<file path="src/bpfe_pkg.sv">
// Shared types and constants for the bin-packing fitness evaluator.
// Depends on nothing; used by the controller, the datapath and the top level.
package bpfe_pkg;

	localparam int CNT_W     = 9;   // item_count, used_bins, item counter
	localparam int CNT_EXT_W = 13;  // room to compare a count with the largest depth
	localparam int CAP_W     = 24;  // bin_capacity and bin loads
	localparam int SIZE_W    = 16;  // item_size field
	localparam int KEY_W     = 17;  // item_key field
	localparam int EPOCH_W   = 8;   // candidate tag kept beside each bin load
	localparam int IN_DATA_W  = 40;
	localparam int OUT_DATA_W = 16;
	localparam int CFG_IDX_W  = 1;

	localparam logic [KEY_W-1:0]    KEY_ONE     = 17'd65536;
	localparam logic [KEY_W-1:0]    KEY_HALF    = 17'd32768;
	localparam logic [CAP_W-1:0]    LOAD_MAX    = 24'hFFFFFF;
	localparam logic [EPOCH_W-1:0]  EPOCH_FIRST = 8'd1;
	localparam logic [EPOCH_W-1:0]  EPOCH_LAST  = 8'hFF;
	localparam logic [EPOCH_W-1:0]  EPOCH_CLEAR = 8'd0;

	localparam logic [CFG_IDX_W-1:0] REG_ITEM_COUNT   = 1'b0;
	localparam logic [CFG_IDX_W-1:0] REG_BIN_CAPACITY = 1'b1;

	typedef enum logic [1:0] {
		ST_CLEAR,
		ST_RUN,
		ST_DRAIN
	} ctrl_state_t;

	typedef struct packed {
		logic accept;       // item request taken this cycle
		logic last;         // that item closes the candidate
		logic clr_wr;       // clearing pass writes one entry
		logic epoch_reset;  // clearing pass done, restart tags
	} bpfe_cmd_t;

	typedef struct packed {
		logic [CNT_W-1:0] n_eff;
		logic             s1_valid;
		logic             s1_last;
		logic             s2_valid;
		logic             s2_last;
		logic             out_valid;
		logic             epoch_final;
	} bpfe_stat_t;

endpackage

</file>
<file path="src/bpfe_ctrl.sv">
// Controller: input handshake, item counting, clearing pass sequencing.
// Depends on bpfe_pkg; drives the datapath through bpfe_cmd_t.
module bpfe_ctrl
	import bpfe_pkg::*;
#(
	parameter int MAX_ITEMS = 256,
	parameter int BIN_W     = $clog2(MAX_ITEMS)
) (
	input  logic             clk,
	input  logic             arst_n,
	input  logic             s_tvalid,
	output logic             s_tready,
	input  bpfe_stat_t       stat,
	output bpfe_cmd_t        cmd,
	output logic [BIN_W-1:0] clr_addr
);

	localparam logic [BIN_W-1:0] CLR_END = BIN_W'(MAX_ITEMS - 1);

	ctrl_state_t      state_q, state_d;
	logic [CNT_W-1:0] acc_q;
	logic [BIN_W-1:0] clr_q;
	logic             next_last;
	logic             last_in_flight;
	logic             ready;

	assign next_last      = ({1'b0, acc_q} + (CNT_W+1)'(1)) >= {1'b0, stat.n_eff};
	assign last_in_flight = (stat.s1_valid && stat.s1_last) || (stat.s2_valid && stat.s2_last);

	always_ff @(posedge clk or negedge arst_n) begin
		if (!arst_n) begin
			state_q <= ST_CLEAR;
			acc_q   <= '0;
			clr_q   <= '0;
		end else begin
			state_q <= state_d;
			if (cmd.accept) begin
				acc_q <= next_last ? '0 : acc_q + CNT_W'(1);
			end
			if (state_q == ST_CLEAR) begin
				clr_q <= (clr_q == CLR_END) ? '0 : clr_q + BIN_W'(1);
			end
		end
	end

	always_comb begin
		state_d         = state_q;
		ready           = 1'b0;
		cmd.accept      = 1'b0;
		cmd.last        = next_last;
		cmd.clr_wr      = 1'b0;
		cmd.epoch_reset = 1'b0;
		case (state_q)
			ST_CLEAR: begin
				cmd.clr_wr = 1'b1;
				if (clr_q == CLR_END) begin
					cmd.epoch_reset = 1'b1;
					state_d         = ST_RUN;
				end
			end
			ST_RUN: begin
				// a closing item waits for a free result slot
				ready      = !next_last || (!stat.out_valid && !last_in_flight);
				cmd.accept = s_tvalid && ready;
				if (cmd.accept && next_last && stat.epoch_final) begin
					state_d = ST_DRAIN;
				end
			end
			ST_DRAIN: begin
				if (!stat.s1_valid && !stat.s2_valid) begin
					state_d = ST_CLEAR;
				end
			end
			default: begin
				state_d = ST_CLEAR;
			end
		endcase
	end

	assign s_tready = ready;
	assign clr_addr = clr_q;

endmodule

</file>
<file path="config.mk">
export PLATFORM = sky130hd
export DESIGN_NAME = bpfe_ctrl
export DESIGN_NICKNAME = d
export VERILOG_FILES = /design/src/bpfe_pkg.sv /design/src/bpfe_ctrl.sv
export SDC_FILE = /design/constraint.sdc
export NUM_CORES = 1
export LEC_CHECK = 0
export BUFFER_PORTS_ARGS = -buffer_cell sky130_fd_sc_hd__buf_2
export CORE_ASPECT_RATIO = 0.8
export CORE_MARGIN = 2
export CORE_UTILIZATION = 48
export CTS_BUF_LIST = sky130_fd_sc_hd__clkbuf_2
export DETAILED_ROUTE_END_ITERATION = 10
export HOLD_SLACK_MARGIN = 0.08
export PLACE_DENSITY = 0.72
export SKIP_LAST_GASP = 1
export SLEW_MARGIN = 20
export SYNTH_ARGS = -nofsm -noshare
export SYNTH_HDL_FRONTEND = slang
export SYNTH_SLANG_ARGS = --single-unit
</file>
<file path="constraint.sdc">
create_clock -name clk -period 3.5 [get_ports clk]
set_input_delay 0.525 -clock clk [delete_from_list [all_inputs] [get_ports clk]]
set_output_delay 0.525 -clock clk [all_outputs]
set_load 0.02 [all_outputs]
</file>
==> run_results.csv <==
group,metric,value,unit
worst_setup_path,worstPathMaxFanout,7,
timing,fin_crit,3.33,ns
detailed_routing,dr_total_vias,1255,
floorplan,dieHeight,52.0,um
synth,seq_area_frac_synth,34.3,%
floorplan,std_cell_rows,17,
run_status,outcome,"finished clean",
grt,grt_usage,19.4,%
synth,synthArstFlopShare,100,%
power_and_ir_drop,p_leak,0.000792,uW
place,gp_congestion,0.839,
place,place_inst,213,
clock_tree,cts-root-buf,"clkbuf_2",
worst_setup_path,crit_buf_inv,3,
floorplan,ios,31,
detailed_routing,ant_nets,0,
worst_setup_path,worst-setup-path-type,"reg2out",
final_layout,syn_to_final_growth,15.5,%
detailed_routing,avgRoutedWirePerCell,13.2,um
synth,ys_top_cells_by_area,"dfrtp_1, ha_1, xnor2_1, o211ai_1, a21oi_1",
worst_setup_path,critPathSlowestCell,"dfrtp_2",
timing,finalCritPeriodShare,95.1,%
synth,synth_top_area_share,34.3,%
timing,fin_skew,0.00556,ns
final_layout,layoutNonFillerInstCount,221,
synth,synth_edf_count,0,
grt,grt_pass1_wl,4990,um
grt,antenna_found_initial,0,
synth,synth_nets,180,
floorplan,design.core.area,2740,um^2
worst_setup_path,critPathRequiredTime,2.97,ns
synth,synth_cell_type_count,40,
clock_tree,clkLatencyLatePin,0.31,ns
floorplan,die-area,3330,um^2
worst_setup_path,cp_top_family,"compound AO/OA/AOI/OAI gates",
floorplan,die_x,64.1,um
worst_setup_path,cp-end-kind,"output port",
timing,fmax,300,MHz
worst_setup_path,slowest_delay,0.46,ns
clock_tree,cts_inserted_buffers,3,
timing,setup_tns,0,ns
synth,yosysTopAreaCell,"dfrtp_1",
clock_tree,cts.path.max_buffers,2,
synth,yosys_register_bits,19,
clock_tree,cts_tree,"built",
timing,setup_viol,0,
detailed_routing,wirelength,2910,um
clock_tree,cts.sinks,19,
timing,worst_hold_slack,0.120,ns
worst_setup_path,path_cells,"nand3_4 -> or3_1 -> xnor2_1 -> ha_1 -> a21o_1 -> a21oi_1 -> buf_4 -> a41oi_2 -> a21boi_4 -> inv_2 -> buf_2",
grt,grt_pass1_vias,1159,
final_layout,nets,213,
synth,avgSynthCellArea,9.17,um^2
worst_setup_path,cp-start-kind,"register",
timing,max_slew_margin,62.6,%
detailed_routing,dr.pass1.iters,4,
hold_path,hp-class,"in2async",
power_and_ir_drop,finalPower,921,uW
detailed_routing,drc,0,
synth,ys.flop_type,"dfrtp_1",
grt,grt_overflow,0,
floorplan,start_util,50.5,%
timing,finalHoldViolCount,0,
detailed_routing,drtIter0Drc,66,
synth,syn_area,1390,um^2
synth,synth_commonest_cells,"dfrtp_1, ha_1, inv_1, nand2_1, a21oi_1",
timing,slew_violations,0,
detailed_routing,avgViaCountPerCell,5.68,
timing,worst_slew_pin_slew,0.557,ns
clock_tree,cts_max_level,1,
grt,grt_start_max_net_pins,20,
place,io_buffers,30,
synth,syn_inst,151,
final_layout,drive_gt1_share,27.3,%
flow_run,cap_viol_max_count,0,
clock_tree,clk_pin_slew_worst_paths,0.18,ns
power_and_ir_drop,power_density,575,nW/um^2
power_and_ir_drop,ir_drop,306,uV
timing,rsz0062_at_grt,"no",
synth,synth_warnings,0,
synth,post-synth-top-count-cell,"dfrtp_1",
worst_setup_path,critPathArrivalTime,2.80,ns
final_layout,antenna_cells,0,
place,place_hpwl,2310,um
cells in the final DEF, fill, tap and decap left out, types with 5 or more instances in the layout:
master	n
o211ai_1	7
buf_4	5
buf_2	30
inv_1	11
a21oi_1	10
nand3_1	8
nand4_1	6
nand2_1	11
nor2_1	9
dfrtp_1	15
xnor2_1	8
ha_1	11
per-layer routing:
layer	global-route usage, %	vias up	routed length [um]
met1	26.3	583	1380
met2	31.1	44	1330
met3	5.63	7	179
met5	0	-	0
met4	3.99	0	16
li1	-	621	-
power breakdown:
part           leakage (uW)  internal, uW  total (uW)  switching, uW
Clock             0.0000164          25.9        94.5           68.6
Sequential         0.000241           278         362           84.5
Combinational      0.000535           198         464            266
Total              0.000792           502         921            419
registers in the layout, summed over array words and instances (netlist names):
name	cells
acc_q	9
clr_addr	8
state_q	2
worst paths after layout:
kind / from / to / slack [ns] / depth (start not counted)
setup / recovery: acc_q[0] / cmd[3] / 0.17 / 11
hold / removal: arst_n / acc_q[4] / 0.12 / 1
setup reg to reg: acc_q[0] / acc_q[2] / 0.63 / 10
hold reg to reg: clr_addr[7] / clr_addr[7] / 0.52 / 1
max in group asynchronous: arst_n / acc_q[3] / 3.06 / 1
min in group clk: stat[5] / state_q[1] / 0.50 / 3
repair_timing:
item                       in CTS  in global routing
buffers inserted                0                  4
setup endpoints to repair       1                  2
pin swaps                       0                  1
hold buffers                    0                  0
resized for setup               1                  4
gates cloned                    0                  0
kinds of logic (layout without fill, tap and decap cells):
kind of cell / Yosys count / count (layout) / synth area share, %
xor+xnor: 12 / 12 / 7.59
simple gates: 52 / 52 / 20.7
mux: 1 / 1 / 0.723
fa+ha+maj: 11 / 11 / 9.94
flops: 19 / 19 / 34.3
compound gates: 37 / 37 / 20.1
buf+inv: 19 / 51 / 6.59
area by class of cell:
class	instances	area, um^2
Clock inverter	1	5.00
Tap cell	38	47.5
Timing Repair Buffer	35	188
Sequential cell	19	480
Fill cell	251	1140
Clock buffer	3	15.0
Inverter	12	45.0
Multi-Input combinational cell	113	820
metrics by stage:
step | setup slack (ns) | utilization (%) | area (um^2)
5_1_grt | 0.0101 | 58.3 | 1600
3_5_place_dp | 0.382 | 56.3 | 1540
4_1_cts | 0.0405 | 57.0 | 1570
6_report | 0.170 | 58.3 | 1600
2_1_floorplan | 0.449 | - | 1390
3_3_place_gp | 0.472 | 56.3 | 1540
No activity file was read; power rests on OpenSTA's default activity.
